`config.mk`:
```
export PLATFORM = sky130hd
export DESIGN_NAME = frame_index_deframer_unit
export DESIGN_NICKNAME = d
export VERILOG_FILES = /design/src/hdl/fidf_pkg.sv /design/src/hdl/fidf_front.sv /design/src/hdl/fidf_queue.sv /design/src/hdl/frame_index_deframer_unit.sv
export SDC_FILE = /design/constraint.sdc
export NUM_CORES = 2
export LEC_CHECK = 0
export BUFFER_PORTS_ARGS = -buffer_cell sky130_fd_sc_hd__buf_2
export CAP_MARGIN = 10
export CORE_ASPECT_RATIO = 0.75
export CORE_MARGIN = 5
export CORE_UTILIZATION = 50
export DETAILED_ROUTE_END_ITERATION = 16
export GPL_ROUTABILITY_DRIVEN = 0
export MAX_ROUTING_LAYER = met4
export PLACE_DENSITY = 0.64
export REMOVE_ABC_BUFFERS = 1
export SETUP_SLACK_MARGIN = 0.2
export SLEW_MARGIN = 20
export SYNTH_ARGS = -nofsm -noshare
export SYNTH_HDL_FRONTEND = slang
export SYNTH_HIERARCHICAL = 1
export SYNTH_SLANG_ARGS = --single-unit
```
`constraint.sdc`:
```
create_clock -name i_clk -period 33.8 [get_ports i_clk]
set_input_delay 1.69 -clock i_clk [delete_from_list [all_inputs] [get_ports i_clk]]
set_output_delay 1.69 -clock i_clk [all_outputs]
set_load 0.01 [all_outputs]
```
`src/hdl/fidf_pkg.sv`:
```
package fidf_pkg;

    localparam int unsigned EntryBytes = 20;
    localparam int unsigned ChunksPerSegment = 4;

    localparam logic [31:0] SigSdp  = {8'h53, 8'h44, 8'h50, 8'h20};
    localparam logic [31:0] SigFram = {8'h46, 8'h52, 8'h41, 8'h4d};
    localparam logic [31:0] SigFlag = {8'h46, 8'h4c, 8'h41, 8'h47};
    localparam logic [31:0] SigIndx = {8'h49, 8'h4e, 8'h44, 8'h58};

    typedef enum logic [2:0] {
        PH_SEG,
        PH_FMTP,
        PH_CHDR,
        PH_SKIP,
        PH_FLAG,
        PH_ENTRY
    } t_phase;

    typedef struct packed {
        logic signed [63:0] frame_timestamp;
        logic signed [63:0] frame_offset;
        logic signed [63:0] frame_size;
        logic [31:0]        frame_flags;
        logic [31:0]        segment_flags;
        logic [31:0]        clock_rate;
        logic [31:0]        codec_code;
        logic [31:0]        chunk_group_number;
        logic [31:0]        segment_number;
    } t_result;

    // Quotient digit of v / 20 for v < 320, by reciprocal multiply (205 / 4096).
    function automatic logic [3:0] fidf_div20_digit(input logic [8:0] v);
        logic [16:0] prod;
        prod = {8'd0, v} * 17'd205;
        return prod[15:12];
    endfunction

endpackage

```
`src/hdl/fidf_front.sv`:
```
module fidf_front
    import fidf_pkg::*;
(
    input  logic        i_clk,
    input  logic        i_rst_n,
    input  logic        i_fire,
    input  logic [7:0]  i_data_byte,
    input  logic        i_first_byte,
    output logic        o_push,
    output t_result     o_item
);

    t_phase      r_phase, n_phase;
    logic [63:0] r_pos, n_pos;
    logic [63:0] r_shift, n_shift;
    logic [4:0]  r_k, n_k;
    logic [63:0] r_rem, n_rem;
    logic [2:0]  r_chunk, n_chunk;
    logic [31:0] r_ent, n_ent;
    logic [31:0] r_id, n_id;
    logic [31:0] r_codec, n_codec;
    logic [31:0] r_clock, n_clock;
    logic [31:0] r_sflags, n_sflags;
    logic [63:0] r_start, n_start;
    logic [63:0] r_end, n_end;
    logic [63:0] r_ptime, n_ptime;
    logic [63:0] r_poff, n_poff;
    logic [31:0] r_pflags, n_pflags;
    logic        r_pvalid, n_pvalid;
    logic [31:0] r_group, n_group;
    logic [63:0] r_ntime, n_ntime;
    logic [4:0]  r_divr, n_divr;
    logic [31:0] r_divq, n_divq;

    always_comb begin
        t_phase      c_phase;
        logic [63:0] c_pos, c_rem, c_start, c_poff;
        logic [31:0] c_low, c_ent, c_group;
        logic [4:0]  c_k, c_dr, c_r1, c_r2;
        logic [2:0]  c_chunk_inc;
        logic [8:0]  c_v1, c_v2;
        logic [3:0]  c_q1, c_q2;
        logic [31:0] c_dq;
        logic        c_done;

        c_phase = i_first_byte ? PH_SEG : r_phase;
        c_pos   = i_first_byte ? 64'd0 : r_pos;
        c_k     = i_first_byte ? 5'd0 : r_k;
        c_rem   = i_first_byte ? 64'd0 : r_rem;
        c_start = i_first_byte ? 64'd0 : r_start;
        c_poff  = i_first_byte ? 64'd0 : r_poff;
        c_ent   = i_first_byte ? 32'd0 : r_ent;
        c_group = i_first_byte ? 32'd0 : r_group;

        n_phase  = c_phase;
        n_pos    = c_pos + 64'd1;
        n_shift  = {(i_first_byte ? 56'd0 : r_shift[55:0]), i_data_byte};
        c_low    = n_shift[31:0];
        n_k      = c_k;
        n_rem    = c_rem;
        n_chunk  = i_first_byte ? 3'd0 : r_chunk;
        n_ent    = c_ent;
        n_id     = i_first_byte ? 32'd0 : r_id;
        n_codec  = i_first_byte ? 32'd0 : r_codec;
        n_clock  = i_first_byte ? 32'd0 : r_clock;
        n_sflags = i_first_byte ? 32'd0 : r_sflags;
        n_start  = c_start;
        n_end    = i_first_byte ? 64'd0 : r_end;
        n_ptime  = i_first_byte ? 64'd0 : r_ptime;
        n_poff   = c_poff;
        n_pflags = i_first_byte ? 32'd0 : r_pflags;
        n_pvalid = i_first_byte ? 1'b0 : r_pvalid;
        n_group  = c_group;
        n_ntime  = i_first_byte ? 64'd0 : r_ntime;
        c_done   = 1'b0;

        // Payload size / 20 is formed digit by digit while the size bytes arrive.
        c_dr  = (c_k == 5'd0) ? 5'd0 : r_divr;
        c_dq  = (c_k == 5'd0) ? 32'd0 : r_divq;
        c_v1  = {c_dr, i_data_byte[7:4]};
        c_q1  = fidf_div20_digit(c_v1);
        c_r1  = 5'(c_v1 - 9'(c_q1) * 9'd20);
        c_v2  = {c_r1, i_data_byte[3:0]};
        c_q2  = fidf_div20_digit(c_v2);
        c_r2  = 5'(c_v2 - 9'(c_q2) * 9'd20);
        n_divr = i_first_byte ? 5'd0 : r_divr;
        n_divq = i_first_byte ? 32'd0 : r_divq;
        if (c_phase == PH_CHDR && c_k < 5'd8) begin
            n_divr = c_r2;
            n_divq = {c_dq[23:0], c_q1, c_q2};
        end

        o_push = 1'b0;
        o_item = '0;
        o_item.segment_flags      = n_sflags;
        o_item.clock_rate         = n_clock;
        o_item.codec_code         = n_codec;
        o_item.segment_number     = n_id;
        o_item.chunk_group_number = c_group;

        case (c_phase)
            PH_SEG: begin
                if (c_k == 5'd15) n_id = c_low;
                else if (c_k == 5'd19) n_codec = c_low;
                else if (c_k == 5'd23) n_clock = c_low;
                if (c_k >= 5'd27) begin
                    n_rem    = {32'd0, c_low};
                    n_sflags = 32'd0;
                    n_start  = 64'd0;
                    n_end    = 64'd0;
                    n_chunk  = 3'd0;
                    n_k      = 5'd0;
                    n_phase  = (c_low != 32'd0) ? PH_FMTP : PH_CHDR;
                end else begin
                    n_k = c_k + 5'd1;
                end
            end
            PH_FMTP: begin
                n_rem = c_rem - 64'd1;
                if (n_rem == 64'd0) begin
                    n_k     = 5'd0;
                    n_phase = PH_CHDR;
                end
            end
            PH_CHDR: begin
                if (c_k == 5'd7) n_rem = n_shift;
                if (c_k < 5'd11) begin
                    n_k = c_k + 5'd1;
                end else begin
                    n_k = 5'd0;
                    if (c_low == SigSdp) begin
                        if (c_rem != 64'd0) n_phase = PH_SKIP;
                        else c_done = 1'b1;
                    end else if (c_low == SigFram) begin
                        n_start = c_pos + 64'd1;
                        n_end   = c_pos + 64'd1 + c_rem;
                        if (c_rem != 64'd0) n_phase = PH_SKIP;
                        else c_done = 1'b1;
                    end else if (c_low == SigFlag) begin
                        n_phase = PH_FLAG;
                    end else if (c_low == SigIndx) begin
                        n_ent    = r_divq;
                        n_pvalid = 1'b0;
                        if (r_divq == 32'd0) begin
                            n_group = c_group + 32'd1;
                            c_done  = 1'b1;
                        end else begin
                            n_phase = PH_ENTRY;
                        end
                    end else begin
                        c_done = 1'b1;
                    end
                end
            end
            PH_SKIP: begin
                n_rem = c_rem - 64'd1;
                if (n_rem == 64'd0) c_done = 1'b1;
            end
            PH_FLAG: begin
                if (c_k >= 5'd3) begin
                    n_sflags = c_low;
                    c_done   = 1'b1;
                end else begin
                    n_k = c_k + 5'd1;
                end
            end
            PH_ENTRY: begin
                if (c_k == 5'd7) begin
                    n_ntime = n_shift;
                end else if (c_k == 5'd15) begin
                    if (r_pvalid && !i_first_byte) begin
                        o_push = 1'b1;
                        o_item.frame_timestamp = r_ptime;
                        o_item.frame_offset    = c_poff;
                        o_item.frame_size      = (c_start + n_shift) - c_poff;
                        o_item.frame_flags     = r_pflags;
                    end
                    n_pvalid = 1'b0;
                    n_ptime  = i_first_byte ? 64'd0 : r_ntime;
                    n_poff   = n_shift + c_start;
                end
                if (c_k >= 5'(EntryBytes - 1)) begin
                    n_pflags = c_low;
                    n_pvalid = 1'b1;
                    n_k      = 5'd0;
                    n_ent    = c_ent - 32'd1;
                    if (n_ent == 32'd0) begin
                        o_push = 1'b1;
                        o_item.frame_timestamp = n_ptime;
                        o_item.frame_offset    = n_poff;
                        o_item.frame_size      = n_end - n_poff;
                        o_item.frame_flags     = c_low;
                        n_pvalid = 1'b0;
                        n_group  = c_group + 32'd1;
                        c_done   = 1'b1;
                    end
                end else begin
                    n_k = c_k + 5'd1;
                end
            end
            default: begin
                n_phase = PH_SEG;
                n_k     = 5'd0;
            end
        endcase

        c_chunk_inc = n_chunk + 3'd1;
        if (c_done) begin
            n_k = 5'd0;
            if (c_chunk_inc >= 3'(ChunksPerSegment)) begin
                n_chunk = 3'd0;
                n_phase = PH_SEG;
            end else begin
                n_chunk = c_chunk_inc;
                n_phase = PH_CHDR;
            end
        end

        o_push = o_push & i_fire;
    end

    always_ff @(posedge i_clk) begin
        if (!i_rst_n) begin
            r_phase  <= PH_SEG;
            r_pos    <= '0;
            r_shift  <= '0;
            r_k      <= '0;
            r_rem    <= '0;
            r_chunk  <= '0;
            r_ent    <= '0;
            r_id     <= '0;
            r_codec  <= '0;
            r_clock  <= '0;
            r_sflags <= '0;
            r_start  <= '0;
            r_end    <= '0;
            r_ptime  <= '0;
            r_poff   <= '0;
            r_pflags <= '0;
            r_pvalid <= 1'b0;
            r_group  <= '0;
            r_ntime  <= '0;
            r_divr   <= '0;
            r_divq   <= '0;
        end else if (i_fire) begin
            r_phase  <= n_phase;
            r_pos    <= n_pos;
            r_shift  <= n_shift;
            r_k      <= n_k;
            r_rem    <= n_rem;
            r_chunk  <= n_chunk;
            r_ent    <= n_ent;
            r_id     <= n_id;
            r_codec  <= n_codec;
            r_clock  <= n_clock;
            r_sflags <= n_sflags;
            r_start  <= n_start;
            r_end    <= n_end;
            r_ptime  <= n_ptime;
            r_poff   <= n_poff;
            r_pflags <= n_pflags;
            r_pvalid <= n_pvalid;
            r_group  <= n_group;
            r_ntime  <= n_ntime;
            r_divr   <= n_divr;
            r_divq   <= n_divq;
        end
    end

endmodule

```
`src/hdl/fidf_queue.sv`:
```
module fidf_queue
    import fidf_pkg::*;
#(
    parameter int unsigned DEPTH = 2
) (
    input  logic    i_clk,
    input  logic    i_rst_n,
    input  logic    i_push,
    input  t_result i_item,
    output logic    o_has_room,
    output logic    o_valid,
    input  logic    i_pop,
    output t_result o_item
);

    localparam int unsigned PtrW = (DEPTH > 1) ? $clog2(DEPTH) : 1;
    localparam int unsigned CntW = $clog2(DEPTH + 1);

    t_result          r_mem [DEPTH];
    logic [PtrW-1:0]  r_wp, n_wp;
    logic [PtrW-1:0]  r_rp, n_rp;
    logic [CntW-1:0]  r_cnt, n_cnt;
    logic             c_do_pop;

    assign o_valid    = (r_cnt != '0);
    assign o_has_room = (r_cnt < CntW'(DEPTH));
    assign o_item     = r_mem[r_rp];
    assign c_do_pop   = i_pop && o_valid;

    always_comb begin
        n_wp  = r_wp;
        n_rp  = r_rp;
        n_cnt = r_cnt;
        if (i_push) begin
            n_wp = (r_wp == PtrW'(DEPTH - 1)) ? '0 : r_wp + PtrW'(1);
        end
        if (c_do_pop) begin
            n_rp = (r_rp == PtrW'(DEPTH - 1)) ? '0 : r_rp + PtrW'(1);
        end
        if (i_push && !c_do_pop) n_cnt = r_cnt + CntW'(1);
        else if (!i_push && c_do_pop) n_cnt = r_cnt - CntW'(1);
    end

    always_ff @(posedge i_clk) begin
        if (!i_rst_n) begin
            r_wp  <= '0;
            r_rp  <= '0;
            r_cnt <= '0;
        end else begin
            r_wp  <= n_wp;
            r_rp  <= n_rp;
            r_cnt <= n_cnt;
        end
    end

    always_ff @(posedge i_clk) begin
        if (i_push) r_mem[r_wp] <= i_item;
    end

    a_no_overflow: assert property (@(posedge i_clk) disable iff (!i_rst_n)
        i_push |-> o_has_room)
        else $error("push into a full queue");

    a_count_bound: assert property (@(posedge i_clk) disable iff (!i_rst_n)
        r_cnt <= CntW'(DEPTH))
        else $error("queue count out of range");

    a_push_shows: assert property (@(posedge i_clk) disable iff (!i_rst_n)
        (i_push && !o_valid) |=> o_valid)
        else $error("pushed transaction not visible");

endmodule

```
`src/hdl/frame_index_deframer_unit.sv`:
```
// Byte-stream parser for recorded media responses. One byte is taken per clock;
// o_ready stays high while the result queue (QUEUE_DEPTH entries) has room, so the
// sustained rate is one byte per cycle as long as results are drained. An index
// entry is pushed when the next entry's offset or the last entry's flags complete;
// pushed into an empty queue, it shows in the next cycle via the queue's registers.
// The index entry count is divided out digit-serially as the chunk size bytes arrive.
module frame_index_deframer_unit
    import fidf_pkg::*;
#(
    parameter int unsigned QUEUE_DEPTH = 2
) (
    input  logic               i_clk,
    input  logic               i_rst_n,
    input  logic               i_valid,
    output logic               o_ready,
    input  logic [7:0]         i_data_byte,
    input  logic               i_first_byte,
    output logic               o_valid,
    input  logic               i_ready,
    output logic signed [63:0] o_frame_timestamp,
    output logic signed [63:0] o_frame_offset,
    output logic signed [63:0] o_frame_size,
    output logic [31:0]        o_frame_flags,
    output logic [31:0]        o_segment_flags,
    output logic [31:0]        o_clock_rate,
    output logic [31:0]        o_codec_code,
    output logic [31:0]        o_chunk_group_number,
    output logic [31:0]        o_segment_number
);

    logic    c_fire;
    logic    c_push;
    t_result c_item;
    t_result c_head;

    assign c_fire = i_valid && o_ready;

    fidf_front u_front (
        .i_clk        (i_clk),
        .i_rst_n      (i_rst_n),
        .i_fire       (c_fire),
        .i_data_byte  (i_data_byte),
        .i_first_byte (i_first_byte),
        .o_push       (c_push),
        .o_item       (c_item)
    );

    fidf_queue #(
        .DEPTH (QUEUE_DEPTH)
    ) u_queue (
        .i_clk      (i_clk),
        .i_rst_n    (i_rst_n),
        .i_push     (c_push),
        .i_item     (c_item),
        .o_has_room (o_ready),
        .o_valid    (o_valid),
        .i_pop      (i_ready),
        .o_item     (c_head)
    );

    assign o_frame_timestamp    = c_head.frame_timestamp;
    assign o_frame_offset       = c_head.frame_offset;
    assign o_frame_size         = c_head.frame_size;
    assign o_frame_flags        = c_head.frame_flags;
    assign o_segment_flags      = c_head.segment_flags;
    assign o_clock_rate         = c_head.clock_rate;
    assign o_codec_code         = c_head.codec_code;
    assign o_chunk_group_number = c_head.chunk_group_number;
    assign o_segment_number     = c_head.segment_number;

endmodule

```
==> metrics.md <==
| Metric | Value |
|---|---|
| Status | completed |
| R2R depth | 40 |
| Reg-to-reg critical path endpoint | u_front/r_divr[4] |
| Syn-to-layout area delta | 10.3% |
| CP dominant cell by count | inv_1 |
| WL final | 294 mm |
| Largest net degree at the start of global routing | 103 |
| Mapped Cells | 8840 |
| Hold Violations, Final | 0 |
| Vias in the first global route | 66.7k |
| HPWL Detailed | 206 mm |
| GRT Total Usage | 31.9% |
| Crit-path slowest cell | fa_1 |
| Sequential-to-total area share from yosys stat | 44.8% |
| Minimum clock period | 11.35 ns |
| Resized cells post-CTS | 0 |
| Clock Root Buffer | clkbuf_16 |
| TritonRoute pass-1 iters | 8 |
| Core area | 172000 sq um |
| Max_slew headroom | 21.2% |
| Maxcap violations | 0 |
| # port buffers | 398 |
| Number of antenna-violating nets in the routed design | 0 |
| Num CTS Buffers | 159 |
| CTS tree | built |
| Buf/Inv on CP | 11 |
| RSZ-0062 raised after global routing | false |
| Setup violators final | 0 |
| Final max-slew violation count | 0 |
| Post-synthesis cell type count | 96 |
| Std-Cell Rows | 132 |
| CP delay by family, top | adder cells |
| Seq cells post-synth | 1550 |
| Crit path DAT | 11.98 ns |
| Fillers | 15.0k |
| Post-synthesis cell area | 86500 sq um |
| Number of enable flip-flop cells after synthesis | 768 |
| Worst Hold Class | flop to flop |
| Initial antenna violation count | 9 |
| Placed Area | 90000 sq um |
| Hold Path Sink | u_front/r_chunk[2] |
| Multi-input gate area | 44500 sq um |
| Die Y | 370 um |
| Via count | 72.5k |
| Pwr per Cell Area | 43.1 nW/um^2 |
| R2r setup slk | 23.67 ns |
| WL/cell | 25.9 um |
| Fmax | 0.0881 GHz |
| Fin area | 95400 sq um |
| Actual slew at the worst max-slew pin | 1.18 ns |
| Layout cell share with drive strength beyond 1 | 14.0% |
| Worst Path Required | 34.44 ns |
| Largest stage delay, worst path | 0.60 ns |
| Initial DRC Count | 10.1k |
| I/O pin cnt | 399 |
| First-pass GRT wire length | 433 mm |
| Period utilization | 33.6% |
| Die Wd | 490 um |
| Die ar. | 181000 sq um |
| Vias per Instance | 6.39 |
| Leak pwr | 35.4 nW |
| Peak supply drop | 0.0000435 V |
| Critical-path maximum fanout | 32 |
| RR Startpoint | u_front/r_k[3] |
| Syn_area_per_cell | 9.78 sq um |
| Worst Setup End Kind | flop |
| Ys flop type | dfxtp_1 |
| Setup bufs post-CTS | 0 |
| Clk buf depth | 3 |
| Nets | 9336 |
| CTS sink count | 1550 |
| CP Class | input port to flop |
| HP Start | u_front/r_chunk[2] |
| Register area | 38700 sq um |
| Power Total | 4.11 mW |
| Hold-fix buffer count after cts | 0 |
| Clock transition at the registers of the reported paths | 0.06 ns |
| H-tree depth | 4 |
| TNS Setup | 0 ns |
| DRC violations left | 0 |
| Post-Route Skew | 0.0596 ns |
| CP Launch Type | input port |
| Post-synth ARST share | 0% |
| WHS Path Cells | 2 |
| Worst skew pair latency | 0.84 ns |
| Grt total ovfl | 0 |
| Starting Density | 50.2% |
| Synth warnings | 6 |
-- state kept, by name (all words and copies together), names as in the netlist, 2 cells and up, named ones only --
signal / cells
u_front/r_id: 32
u_front/r_group: 32
u_front/r_start: 64
u_front/r_k: 5
u_front/r_sflags: 32
u_front/r_end: 64
u_front/r_phase: 3
u_front/r_clock: 32
u_front/r_chunk: 3
u_front/r_ntime: 64
u_front/r_divr: 5
u_front/r_ent: 32
u_queue/r_mem: 768
u_front/r_codec: 32
u_front/r_rem: 64
u_front/r_shift: 56
u_front/r_pflags: 32
u_front/r_divq: 32
u_front/r_poff: 64
u_front/r_ptime: 64
u_queue/r_cnt: 2
u_front/r_pos: 64
-- where the power goes --
group	switching (mW)	leakage (nW)	internal (mW)	total (mW)
combinational	0.223	20.7	0.103	0.325
clock	0.793	2.59	1.02	1.82
sequential	0.0130	12.1	1.96	1.97
-- synth_stat cells (14+ instances only) --
master	n	area share, %
buf_6	38	0.49
xor2_1	150	1.5
a221oi_1	46	0.47
o21a_1	42	0.36
a21oi_1	546	3.2
o22ai_1	30	0.22
and4_1	29	0.29
nor2_1	1148	5.0
ha_1	356	5.1
a22o_1	115	1.2
a41oi_1	16	0.16
mux2_4	360	6.2
nor3_1	169	0.98
and3_1	72	0.52
or4_1	15	0.13
and2_1	51	0.37
o21ai_0	409	2.4
edfxtp_1	768	27
o31ai_1	31	0.27
fa_1	32	0.74
dfxtp_1	782	18
inv_1	192	0.83
clkbuf_1	509	2.2
a22oi_1	487	4.2
nor4_1	61	0.44
nand2b_1	61	0.44
nor2b_1	456	3.3
or2_2	14	0.10
nand4_1	111	0.80
o211ai_1	38	0.33
or3_1	41	0.30
a2111oi_0	17	0.17
a211oi_1	46	0.40
mux2i_1	91	1.1
o21ai_1	19	0.11
xnor2_1	217	2.2
a31oi_1	48	0.35
nand2_1	546	2.4
mux2_2	25	0.33
o21bai_1	43	0.37
nand3_1	126	0.73
a21o_1	192	1.7
a32oi_1	15	0.15
buf_1	49	0.21
-- worst register-to-register path, delay by kind of cell (launching register included) --
| kind | cells | cell delay (ns) |
|---|---|---|
| compound gates | 8 | 1.90 |
| simple gates | 5 | 0.89 |
| flops | 1 | 0.62 |
| buf+inv | 9 | 0.57 |
| xor+xnor | 4 | 0.67 |
| fa+ha+maj | 14 | 5.34 |
-- placed cells by master, fill, tap and decap left out, types with 192 or more instances in the layout --
cell	instances
nor2_1	1139
dfxtp_1	781
edfxtp_1	768
a21oi_1	544
nand2_1	541
a22oi_1	487
nor2b_1	454
o21ai_0	408
buf_2	397
mux2_4	360
ha_1	356
xnor2_1	217
a21o_1	192
-- area by class of cell --
cell class,count,area share [%]
diodes,11,0.0289
clock buffers,211,4.63
clock inverters,85,0.980
inverters,192,0.766
multi-input cells,6478,46.6
flip-flops and latches,1550,40.6
well taps,2278,2.99
repair buffers,554,3.35
-- worst max path at each step --
stage                             from                 to  depth (start not counted)
final                     i_first_byte  u_front/r_divr[4]                         43
after global routing      i_first_byte  u_front/r_divr[4]                         43
after CTS                 i_first_byte  u_front/r_divr[4]                         43
after detailed placement  i_first_byte  u_front/r_divr[4]                         43
after global placement    i_first_byte  u_front/r_divr[4]                         43
after floorplan                i_valid       u_queue/r_wp                          5
-- layer usage --
layer  GRT usage, %  wire, um  vias up
met5              -         0        -
li1               -         -    32400
met2           45.6    125000     4096
met3           8.27     35800      534
met1           44.8    125000    35500
met4           8.45      8700        0
-- logic make-up (layout without fill, tap and decap cells) --
kind of cell,after synthesis,count (layout),share of synthesized area (%)
simple gates,2970,2970,16.5
compound gates,2277,2277,17.4
flops,1550,1550,44.8
buf+inv,812,1042,4.06
mux,476,476,7.63
fa+ha+maj,388,388,5.89
xor+xnor,367,367,3.72
other cells,0,11,0
-- metrics by stage --
| step | std cells | hold slack [ns] | worst slack [ns] | utilization (%) |
|---|---|---|---|---|
| after floorplan | 8220 | 0.410 | 5.98 | - |
| after global placement | 11100 | 0.420 | 21.98 | 52.2 |
| after detailed placement | 11100 | 0.427 | 21.87 | 52.2 |
| after CTS | 11300 | 0.436 | 22.68 | 55.3 |
| after global routing | 11400 | 0.456 | 22.01 | 55.4 |
| final | 11400 | 0.440 | 22.45 | 55.4 |
(Power assumes the default switching activity.)
